==> config.mk <==
export PLATFORM = sky130hd
export DESIGN_NAME = tsrbx_queue
export DESIGN_NICKNAME = d
export VERILOG_FILES = /design/src/hdl/tsrbx_pkg.sv /design/src/hdl/tsrbx_queue.sv
export SDC_FILE = /design/constraint.sdc
export NUM_CORES = 1
export LEC_CHECK = 0
export BUFFER_PORTS_ARGS = -buffer_cell sky130_fd_sc_hd__buf_2
export CORE_AREA = 2 2 100 102
export CTS_BUF_LIST = sky130_fd_sc_hd__clkbuf_8 sky130_fd_sc_hd__clkbuf_16
export DETAILED_ROUTE_END_ITERATION = 7
export DIE_AREA = 0 0 102 104
export SLEW_MARGIN = 5
export SYNTH_ARGS = -nofsm -noshare
export SYNTH_HDL_FRONTEND = slang
export SYNTH_SLANG_ARGS = --single-unit
export TNS_END_PERCENT = 1
==> constraint.sdc <==
create_clock -name clk -period 2.7 [get_ports clk]
set_input_delay 0.27 -clock clk [delete_from_list [all_inputs] [get_ports clk]]
set_output_delay 0.27 -clock clk [all_outputs]
set_load 0.1 [all_outputs]
==> src/hdl/tsrbx_pkg.sv <==
// ----------------------------------------------------------------------------
// tsrbx_pkg
// Shared constants and types of the three-stage ring buffer with xor recode.
// ----------------------------------------------------------------------------
`default_nettype none

package tsrbx_pkg;

	// Default sizing, handed down from the top level
	localparam int unsigned MAX_BYTES_DEF   = 4096;
	localparam int unsigned CHUNK_BYTES_DEF = 64;

	// Fixed field widths
	localparam int unsigned CFG_W      = 7;
	localparam int unsigned OP_W       = 2;
	localparam int unsigned BYTE_W     = 8;
	localparam int unsigned REL_W      = 13;
	localparam int unsigned ADDR_MAX_W = 16;    // covers the largest supported store

	// Chunk count after reset
	localparam int unsigned CHUNK_COUNT_RST = 64;

	// Operation codes on the input channel
	localparam logic [OP_W-1:0] OP_WRITE = 2'd0;
	localparam logic [OP_W-1:0] OP_XOR   = 2'd1;
	localparam logic [OP_W-1:0] OP_PASS  = 2'd2;
	localparam logic [OP_W-1:0] OP_READ  = 2'd3;

	// Store access carried out by the back end
	localparam logic [1:0] CMD_NONE  = 2'd0;
	localparam logic [1:0] CMD_WRITE = 2'd1;
	localparam logic [1:0] CMD_XOR   = 2'd2;
	localparam logic [1:0] CMD_READ  = 2'd3;

	localparam int unsigned QUEUE_DEPTH = 2;

	typedef struct packed {
		logic [1:0]            kind;
		logic [ADDR_MAX_W-1:0] addr;
		logic [BYTE_W-1:0]     data;
		logic                  acc;
		logic [REL_W-1:0]      released;
	} cmd_t;

	typedef struct packed {
		logic full;
		logic empty;
	} qstat_t;

endpackage

`default_nettype wire

==> src/hdl/tsrbx_queue.sv <==
// ----------------------------------------------------------------------------
// tsrbx_queue
// Short command queue between the front end and the back end.
// ----------------------------------------------------------------------------
`default_nettype none

module tsrbx_queue
	import tsrbx_pkg::*;
(
	input  wire logic   clk,
	input  wire logic   arst_n,
	input  wire logic   push,
	input  wire cmd_t   push_cmd,
	input  wire logic   pop,
	output cmd_t        head_cmd,
	output qstat_t      status
);

	localparam int unsigned PTR_W = $clog2(QUEUE_DEPTH);
	localparam int unsigned CNT_W = $clog2(QUEUE_DEPTH + 1);

	cmd_t             ent_q [QUEUE_DEPTH];
	logic [PTR_W-1:0] wr_ptr_q;
	logic [PTR_W-1:0] rd_ptr_q;
	logic [CNT_W-1:0] count_q;
	logic             do_push;
	logic             do_pop;

	assign status.full  = (count_q == CNT_W'(QUEUE_DEPTH));
	assign status.empty = (count_q == '0);
	assign do_push      = push && !status.full;
	assign do_pop       = pop && !status.empty;
	assign head_cmd     = ent_q[rd_ptr_q];

	function automatic logic [PTR_W-1:0] next_ptr(input logic [PTR_W-1:0] p);
		return (p == PTR_W'(QUEUE_DEPTH - 1)) ? '0 : p + PTR_W'(1);
	endfunction

	always_ff @(posedge clk) begin
		if (do_push) begin
			ent_q[wr_ptr_q] <= push_cmd;
		end
	end

	always_ff @(posedge clk or negedge arst_n) begin
		if (!arst_n) begin
			wr_ptr_q <= '0;
			rd_ptr_q <= '0;
			count_q  <= '0;
		end else begin
			if (do_push) begin
				wr_ptr_q <= next_ptr(wr_ptr_q);
			end
			if (do_pop) begin
				rd_ptr_q <= next_ptr(rd_ptr_q);
			end
			if (do_push && !do_pop) begin
				count_q <= count_q + CNT_W'(1);
			end else if (do_pop && !do_push) begin
				count_q <= count_q - CNT_W'(1);
			end
		end
	end

endmodule

`default_nettype wire

==> flow_summary_export.csv <==
group,metric,value,unit
logic_synthesis,synth_area_per_cell,22.83,sq um
timing,slew_violations,0,
routing,via_count,1604,
logic_synthesis,synth-seq-cells,84,
timing,finClkSkew,0.01028,ns
worst_hold_path,hold_depth,1,
routing,wire_per_inst,14.11,um
logic_synthesis,synth_cells,144,
finish,final_common_cell,"buf_2",
grt,grt_use_total,10.32,%
timing,rsz0062_at_grt,"false",
die,initial_core_util,34.42,%
setup_path,regToRegStartpoint,"count_q[0]",
die,dieWidth,102,um
die,rows,36,
timing,period_needed,2.225,ns
worst_hold_path,min_path_type,"in -> reg",
timing,hold_viol_final,0,
timing,fmax,0.4493,GHz
finish,layout.nets,286,
finish,layout_common_cells,"85 x buf_2, 80 x edfxtp_1, 39 x mux2_4, 9 x clkbuf_8",
grt,grt_start_max_net_pins,30,
timing,relSlewSlack,54.29,%
routing,via_per_inst,4.232,
clocking,root_buffer,"clkbuf_8",
run_status,outcome,"finished, final reports clean",
clocking,cts_tree,"built",
setup_path,end_kind,"output port",
die,core,9549,sq um
timing,finalSetupViolCount,0,
clocking,clock_sinks,84,
setup_path,rr_endpoint,"ent_q[1][6]",
grt,antenna_found_initial,0,
setup_path,worstPathMaxFanout,17,
setup_path,critical_path_class,"reg -> out",
timing,worst_slew_pin_slew,0.6857,ns
die,die_y,104,um
setup_path,arrival,1.96,ns
clocking,clockBufferDepth,2,
logic_synthesis,netlist-cell-type-count,15,
clocking,post_cts_buffers,0,
placement,numPortBuffers,85,
setup_path,critPathRequiredTime,2.43,ns
die,num_io_pins,86,
routing,drt_iter0_markers,23,
worst_hold_path,worstHoldStart,"push_cmd[9]",
logic_synthesis,yosysSeqAreaShare,76.13,%
routing,drtAntennaViolNets,0,
worst_hold_path,hold_end,"ent_q[0][9]",
finish,diodes,0,
clocking,clock_latency,0.34,ns
clocking,htree_levels,3,
timing,finalCritPeriodShare,82.43,%
logic_synthesis,syn_area,3287,sq um
finish,final_layout_size_suffix_gt1_share,60.57,%
setup_path,r2r_slack,0.90,ns
finish,area_growth,24.86,%
setup_path,r2r_cells,3,
setup_path,worst_setup_path_start_kind,"flop",
clocking,cts_hold_buf,1,
clocking,path_clk_slew,0.09,ns
timing,timing.setup.tns,0,ns
flow_run,drv_cap,0,
grt,grt_pass1_wl,8038,um
routing,drc,0,
grt,grt_overflow_total,0,
logic_synthesis,synth_warnings,0,
placement,hpwl,3633,um
placement,gp_congestion,0.6877,
die,dieArea,10610,sq um
routing,routed_wl,5346,um
routing,drt-pass1-iter-count,6,
grt,grt_pass1_vias,1636,
clocking,cts-resized-gates,0,
logic_synthesis,synth_fp_nets,189,
clocking,numCtsBuffers,9,
kinds of logic after synthesis:
kind of cell             synth area share (%)
AND/OR/NAND/NOR                        0.8376
AO/OA/AOI/OAI                          0.1521
flip-flops                              76.13
XOR/XNOR                                1.333
multiplexers                            18.16
buffers and inverters                   3.007
adder cells (fa/ha/maj)                0.3806
cells in the mapped netlist, drive strengths merged:
library cell	count	share of area, %
ha	1	0.38
buf	5	2.8
mux2	40	18
nor2	3	0.34
nand2	1	0.11
edfxtp	80	73
xor2	2	0.53
nand2b	1	0.19
xnor2	3	0.80
dfrtp	4	3.0
and3	1	0.19
inv	2	0.23
o21ai	1	0.15
state kept, by name, summed over array words and instances, names as in the netlist:
signal,cells
ent_q,80
count_q,2
rd_ptr_q,1
wr_ptr_q,1
layer usage:
layer	routed length (um)	up-vias	global-route usage, %	part of all wire (%)
met5	0	-	0	0
met4	102	0	5.429	1.9
met3	304	8	3.293	5.7
met2	2813	55	17.72	53
met1	2126	793	11.13	40
li1	-	748	-	-
per-stage QoR:
step / worst slack [ns] / utilization, % / cell area, sq um / std cells / hold WS, ns
4_1_cts: 0.3968 / 42.98 / 4104 / 379 / 0.08981
2_1_floorplan: 0.5900 / - / 3289 / 144 / -0.02559
5_1_grt: 0.3534 / 42.98 / 4104 / 379 / 0.07606
3_5_place_dp: 0.7962 / 40.55 / 3872 / 362 / 0.08479
6_report: 0.4745 / 42.98 / 4104 / 379 / 0.1113
3_3_place_gp: 0.8111 / 40.55 / 3872 / 362 / 0.08030
critical path: stages (launching register included):
cell	delay (ns)
dfrtp_2	0.74
buf_4	0.28
mux2_4	0.30
buf_2	0.29
cell type report:
| cell class | count | area [sq um] |
|---|---|---|
| fillers | 859 | 5445 |
| well taps | 133 | 166.4 |
| inverters | 2 | 7.507 |
| flip-flops and latches | 84 | 2504 |
| repair buffers | 91 | 510.5 |
| multi-input cells | 53 | 694.4 |
| clock inverters | 7 | 97.59 |
| clock buffers | 9 | 123.9 |
worst max-delay path by stage:
stage	start	to	slack (ns)
4_1_cts	rd_ptr_q	head_cmd[27]	0.40
6_report	rd_ptr_q	head_cmd[27]	0.47
3_3_place_gp	rd_ptr_q	head_cmd[21]	0.81
2_1_floorplan	count_q[0]	ent_q[0][0]	0.59
5_1_grt	rd_ptr_q	head_cmd[19]	0.35
3_5_place_dp	rd_ptr_q	head_cmd[27]	0.80
Power is not shown: default switching activity piles up to over one toggle a cycle in this logic, so the estimate is an artifact.
