[src/hdl/tsrbx_pkg.sv]
// ----------------------------------------------------------------------------
// tsrbx_pkg
// Shared constants and types of the three-stage ring buffer with xor recode.
// ----------------------------------------------------------------------------
`default_nettype none

package tsrbx_pkg;

	// Default sizing, handed down from the top level
	localparam int unsigned MAX_BYTES_DEF   = 4096;
	localparam int unsigned CHUNK_BYTES_DEF = 64;

	// Fixed field widths
	localparam int unsigned CFG_W      = 7;
	localparam int unsigned OP_W       = 2;
	localparam int unsigned BYTE_W     = 8;
	localparam int unsigned REL_W      = 13;
	localparam int unsigned ADDR_MAX_W = 16;    // covers the largest supported store

	// Chunk count after reset
	localparam int unsigned CHUNK_COUNT_RST = 64;

	// Operation codes on the input channel
	localparam logic [OP_W-1:0] OP_WRITE = 2'd0;
	localparam logic [OP_W-1:0] OP_XOR   = 2'd1;
	localparam logic [OP_W-1:0] OP_PASS  = 2'd2;
	localparam logic [OP_W-1:0] OP_READ  = 2'd3;

	// Store access carried out by the back end
	localparam logic [1:0] CMD_NONE  = 2'd0;
	localparam logic [1:0] CMD_WRITE = 2'd1;
	localparam logic [1:0] CMD_XOR   = 2'd2;
	localparam logic [1:0] CMD_READ  = 2'd3;

	localparam int unsigned QUEUE_DEPTH = 2;

	typedef struct packed {
		logic [1:0]            kind;
		logic [ADDR_MAX_W-1:0] addr;
		logic [BYTE_W-1:0]     data;
		logic                  acc;
		logic [REL_W-1:0]      released;
	} cmd_t;

	typedef struct packed {
		logic full;
		logic empty;
	} qstat_t;

endpackage

`default_nettype wire

[src/hdl/tsrbx_front.sv]
// ----------------------------------------------------------------------------
// tsrbx_front
// Accepts items, checks the region counts and moves the pointers; pushes one
// command per item into the queue, with no store access for a pass or refused item.
// ----------------------------------------------------------------------------
`default_nettype none

module tsrbx_front
	import tsrbx_pkg::*;
#(
	parameter int unsigned MAX_BYTES   = MAX_BYTES_DEF,
	parameter int unsigned CHUNK_BYTES = CHUNK_BYTES_DEF
) (
	input  wire logic              clk,
	input  wire logic              arst_n,
	input  wire logic              cfg_wr_en,
	input  wire logic [CFG_W-1:0]  cfg_wr_data,
	input  wire logic              in_valid,
	output logic                   in_ready,
	input  wire logic [OP_W-1:0]   op,
	input  wire logic [BYTE_W-1:0] data,
	input  wire qstat_t            q_status,
	output logic                   push,
	output cmd_t                   push_cmd
);

	localparam int unsigned PTR_W    = $clog2(MAX_BYTES);
	localparam int unsigned CNT_W    = $clog2(MAX_BYTES + 1);
	localparam int unsigned RST_PROD = CHUNK_COUNT_RST * CHUNK_BYTES;
	localparam int unsigned RST_SIZE = (RST_PROD > MAX_BYTES) ? 0 : RST_PROD;

	logic [CNT_W-1:0] size_q;
	logic [PTR_W-1:0] wr_pos_q, rc_pos_q, rd_pos_q;
	logic [CNT_W-1:0] free_q, pend_q, rdbl_q;

	logic [PTR_W-1:0] wr_pos_d, rc_pos_d, rd_pos_d;
	logic [CNT_W-1:0] free_d, pend_d, rdbl_d;

	logic [31:0]      size_prod;
	logic             size_ok;
	logic [CNT_W:0]   pass_sum;
	logic [CNT_W:0]   pass_wrap;

	assign in_ready = !q_status.full;
	assign push     = in_valid && in_ready;

	// Size from a new chunk count; zero when out of range
	assign size_prod = 32'(cfg_wr_data) * 32'(CHUNK_BYTES);
	assign size_ok   = (cfg_wr_data != '0) && (size_prod <= 32'(MAX_BYTES));

	// Pass: pointer plus pending stays below twice the size
	assign pass_sum  = (CNT_W+1)'(rc_pos_q) + (CNT_W+1)'(pend_q);
	assign pass_wrap = (pass_sum >= (CNT_W+1)'(size_q)) ?
	                   pass_sum - (CNT_W+1)'(size_q) : pass_sum;

	function automatic logic [PTR_W-1:0] advance(input logic [PTR_W-1:0] p,
	                                             input logic [CNT_W-1:0] sz);
		logic [CNT_W-1:0] n;
		n = CNT_W'(p) + CNT_W'(1);
		return (n >= sz) ? '0 : PTR_W'(n);
	endfunction

	always_comb begin
		push_cmd          = '0;
		push_cmd.kind     = CMD_NONE;
		wr_pos_d          = wr_pos_q;
		rc_pos_d          = rc_pos_q;
		rd_pos_d          = rd_pos_q;
		free_d            = free_q;
		pend_d            = pend_q;
		rdbl_d            = rdbl_q;
		case (op)
			OP_WRITE: begin
				if (free_q != '0) begin
					push_cmd.kind = CMD_WRITE;
					push_cmd.addr = ADDR_MAX_W'(wr_pos_q);
					push_cmd.data = data;
					push_cmd.acc  = 1'b1;
					wr_pos_d      = advance(wr_pos_q, size_q);
					free_d        = free_q - CNT_W'(1);
					pend_d        = pend_q + CNT_W'(1);
				end
			end
			OP_XOR: begin
				if (pend_q != '0) begin
					push_cmd.kind = CMD_XOR;
					push_cmd.addr = ADDR_MAX_W'(rc_pos_q);
					push_cmd.data = data;
					push_cmd.acc  = 1'b1;
					rc_pos_d      = advance(rc_pos_q, size_q);
					pend_d        = pend_q - CNT_W'(1);
					rdbl_d        = rdbl_q + CNT_W'(1);
				end
			end
			OP_PASS: begin
				if (pend_q != '0) begin
					push_cmd.acc      = 1'b1;
					push_cmd.released = REL_W'(pend_q);
					rc_pos_d          = PTR_W'(pass_wrap);
					rdbl_d            = rdbl_q + pend_q;
					pend_d            = '0;
				end
			end
			OP_READ: begin
				if (rdbl_q != '0) begin
					push_cmd.kind = CMD_READ;
					push_cmd.addr = ADDR_MAX_W'(rd_pos_q);
					push_cmd.acc  = 1'b1;
					rd_pos_d      = advance(rd_pos_q, size_q);
					rdbl_d        = rdbl_q - CNT_W'(1);
					free_d        = free_q + CNT_W'(1);
				end
			end
			default: begin
				push_cmd.kind = CMD_NONE;
			end
		endcase
	end

	always_ff @(posedge clk or negedge arst_n) begin
		if (!arst_n) begin
			size_q   <= CNT_W'(RST_SIZE);
			wr_pos_q <= '0;
			rc_pos_q <= '0;
			rd_pos_q <= '0;
			free_q   <= CNT_W'(RST_SIZE);
			pend_q   <= '0;
			rdbl_q   <= '0;
		end else if (cfg_wr_en) begin
			size_q   <= size_ok ? CNT_W'(size_prod) : '0;
			wr_pos_q <= '0;
			rc_pos_q <= '0;
			rd_pos_q <= '0;
			free_q   <= size_ok ? CNT_W'(size_prod) : '0;
			pend_q   <= '0;
			rdbl_q   <= '0;
		end else if (push) begin
			wr_pos_q <= wr_pos_d;
			rc_pos_q <= rc_pos_d;
			rd_pos_q <= rd_pos_d;
			free_q   <= free_d;
			pend_q   <= pend_d;
			rdbl_q   <= rdbl_d;
		end
	end

endmodule

`default_nettype wire

[config.mk]
export PLATFORM = sky130hd
export DESIGN_NAME = tsrbx_front
export DESIGN_NICKNAME = d
export VERILOG_FILES = /design/src/hdl/tsrbx_pkg.sv /design/src/hdl/tsrbx_front.sv
export SDC_FILE = /design/constraint.sdc
export NUM_CORES = 1
export LEC_CHECK = 0
export BUFFER_PORTS_ARGS = -buffer_cell sky130_fd_sc_hd__buf_2
export CAP_MARGIN = 20
export CORE_UTILIZATION = 62
export CTS_CLUSTER_DIAMETER = 100
export CTS_CLUSTER_SIZE = 12
export DETAILED_ROUTE_END_ITERATION = 10
export PLACE_DENSITY_LB_ADDON = 0.15
export SYNTH_ARGS = -nofsm -noshare
export SYNTH_HDL_FRONTEND = slang
export SYNTH_SLANG_ARGS = --single-unit
export TNS_END_PERCENT = 10
[constraint.sdc]
create_clock -name clk -period 4.89 [get_ports clk]
set_clock_uncertainty 0.2 [all_clocks]
set_input_delay 0.2445 -clock clk [delete_from_list [all_inputs] [get_ports clk]]
set_output_delay 0.2445 -clock clk [all_outputs]
set_load 0.05 [all_outputs]
==> out/results.ini <==
[setup_path]
crit_top_cell=ha_1
cp_slowest_cell=fa_1
path_cells=ha_1, fa_1, a211oi_2, o21ai_0, a21boi_1, o311ai_0, o21a_1, nor2_1, xnor2_1, ha_1, nand4_1, nor3_1, o211ai_1, o311a_1, and2_2, mux2_2, o31ai_1
arrival_ns=4.54
crit_path_end_kind=register
cp.required_ns=4.94
startpoint_type=register
cp_max_fo=7
cp_slowest_stage_delay_ns=0.44
critical_path_class=register to register

[placed_design]
dpl.hpwl_um=14900
place_area_sq_mm=0.00820
port_buffers=59
gp_congestion=0.940

[detailed_routing]
first_pass_iters=5
routed_via_density=6.31
drc=0
drt_iter0_drc=779
wl_per_cell_um=17.3
vias=7319
drt.antenna.violating_nets=0
routed_wl_um=20000

[layout]
finalNetCount=1092
multi_input_area_sq_mm=0.00535
antennaDiodeCount=0
syn_to_final_growth_pct=9.39
seq_area_sq_mm=0.00205
fillerInstances=1011
fin_util_pct=70.3
layout_common_cells=dfrtp_1 (80), ha_1 (78), o21ai_0 (70)
drive_gt1_share_pct=11.5
final_common_cell=dfrtp_1
finish.instance_area_sq_mm=0.00851

[clock_tree]
cts_tree=built
root_buffer=clkbuf_16
cts_sinks=82
clk_pin_slew_ns=0.06
cts_max_level=3
numCtsBuffers=9
clock_path_buffers=2
clkLatencyLatePin_ns=0.35

[timing]
rsz0062_at_grt=false
max_freq_ghz=0.223
drv_slew=0
post-route-period-util_pct=91.7
min_period_ns=4.48
hold_viol=0
relSlewSlack_pct=39.4
tns_ns=0
setup_violations=0
holdWs_ns=0.0216
worstMarginPinSlew_ns=0.910

[global_route]
grt-ovfl-total=0
grt_pass1_wl_um=33200
grt_pass1_vias=6796
grt_max_degree=52
grt_usage_pct=32.1
antenna_found_initial=0

[die]
placeableCoreArea_sq_mm=0.0121
rows=40
die_w_um=114
start_util_pct=64.3
dieArea_sq_mm=0.0130
fp.dieH_um=114
ios=65

[power]
vdd_drop_max_mv=0.167
clock_power_share_pct=34.8
power_frac_comb_pct=28.8
leakagePower_nw=4.27
seq_power_share_pct=36.4
p_int_mw=1.31
powerDensity_mw_per_mm2=235
power_switching_uw=686
sw_frac_of_total_pct=34.3

[synthesis]
synth_ff_type=dfrtp_1
synth_edf_count=0
yosysSeqAreaShare_pct=26.4
synth_seq_cells=82
syn_area_per_cell_sq_um=8.27
syn-cell-area_sq_mm=0.00778
synth_warnings=0
synth_cells=941
ys_types=72
postSynth.asyncResetShare_pct=100

[hold_path]
hold_path_class=primary input to register

[status]
status=finished clean

[run]
cap_violations=0

-- worst max-delay path, delay by kind of cell, from the launching register on --
kind	cells	cell delay, ns
AO/OA/AOI/OAI	8	1.87
adder cells (fa/ha/maj)	3	0.99
AND/OR/NAND/NOR	4	0.59
flip-flops	1	0.38
multiplexers	1	0.28
XOR/XNOR	1	0.08
-- sequential cells by signal (all words and copies together), names as in the netlist --
name / flops
rc_pos_q: 12
pend_q: 13
wr_pos_q: 12
free_q: 13
size_q: 7
rdbl_q: 13
rd_pos_q: 12
-- power groups by stage --
stage                     logic, mW  registers, mW  clock network (mW)
final                         0.575          0.728               0.694
after global routing          0.633          0.730               0.724
after CTS                     0.570          0.727               0.701
after detailed placement      0.565          0.740                   0
after global placement        0.556          0.739                   0
after floorplan               0.447          0.733                   0
-- per-layer routing --
| layer | track usage, % | share of wire [%] | vias to the layer above |
|---|---|---|---|
| met4 | 13.6 | 2.7 | 0 |
| met3 | 4.25 | 5.6 | 40 |
| met1 | 43.9 | 46 | 3441 |
| li1 | - | - | 3585 |
| met2 | 50.9 | 45 | 253 |
| met5 | 0.784 | 0 | - |
-- logic make-up after synthesis --
family / after synthesis / share of synthesized area [%]
xor gates and xnor gates: 58 / 6.53
AOI/OAI and AO/OA: 272 / 23.2
and+or+nand+nor: 332 / 22.3
muxes: 19 / 2.51
other: 1 / 0.0482
adders and majority gates: 83 / 13.8
buffers and inverters: 94 / 5.19
DFF: 82 / 26.4
-- repair_timing --
action | 4_1_cts | 5_1_grt
hold endpoints to repair | 36 | 0
hold buffers | 1 | 0
setup endpoints to repair | 0 | 6
gates resized for setup | 0 | 4
buffers inserted | 0 | 0
-- path summary, 6_finish.rpt --
check | startpoint | end | slack (ns) | depth (start not counted)
max reg2reg | rc_pos_q[0] | rc_pos_q[7] | 0.41 | 17
min | cfg_wr_data[3] | size_q[9] | 0.02 | 3
min in group asynchronous | arst_n | free_q[11] | 0.20 | 2
min reg2reg | wr_pos_q[0] | wr_pos_q[0] | 0.35 | 1
max | rc_pos_q[0] | rc_pos_q[7] | 0.41 | 17
max in group asynchronous | arst_n | pend_q[10] | 3.29 | 3
-- final cells by class --
class	instances	share of cell area (%)
Tap cell	168	2.47
Timing Repair Buffer	73	4.76
Clock buffer	9	2.65
Multi-Input combinational cell	768	62.9
Sequential cell	82	24.1
Clock inverter	7	0.823
Inverter	52	2.29
-- synth_stat cells, types with 6 or more instances --
master	instances	area (sq um)
o31ai_1	12	90.1
a222oi_1	12	120
inv_1	50	188
o21a_1	15	113
ha_1	78	976
a21oi_1	57	285
and3_1	40	250
or3_1	11	68.8
nor2_1	67	251
clkbuf_1	30	113
a22o_1	19	166
mux2i_1	15	150
o211ai_1	6	45.0
nand2_1	55	206
nand2b_1	18	113
xor2_1	18	158
nand3_1	31	155
nand4_1	10	62.6
nor4_1	17	106
dfrtp_1	80	2000
xnor2_1	40	350
nor2b_1	20	125
o21ai_0	70	350
nor3_1	36	180
a21o_1	10	75.1
a31oi_1	15	93.8
a211oi_1	12	90.1
-- per-stage QoR --
step	instances	worst slack, ns	power [mW]
global placement	1142	0.354	1.29
global route	1159	0.120	2.09
finish	1159	0.406	2.00
CTS	1159	0.206	2.00
detailed placement	1142	0.273	1.30
floorplan	944	0.638	1.18
(Power assumes the default switching activity.)
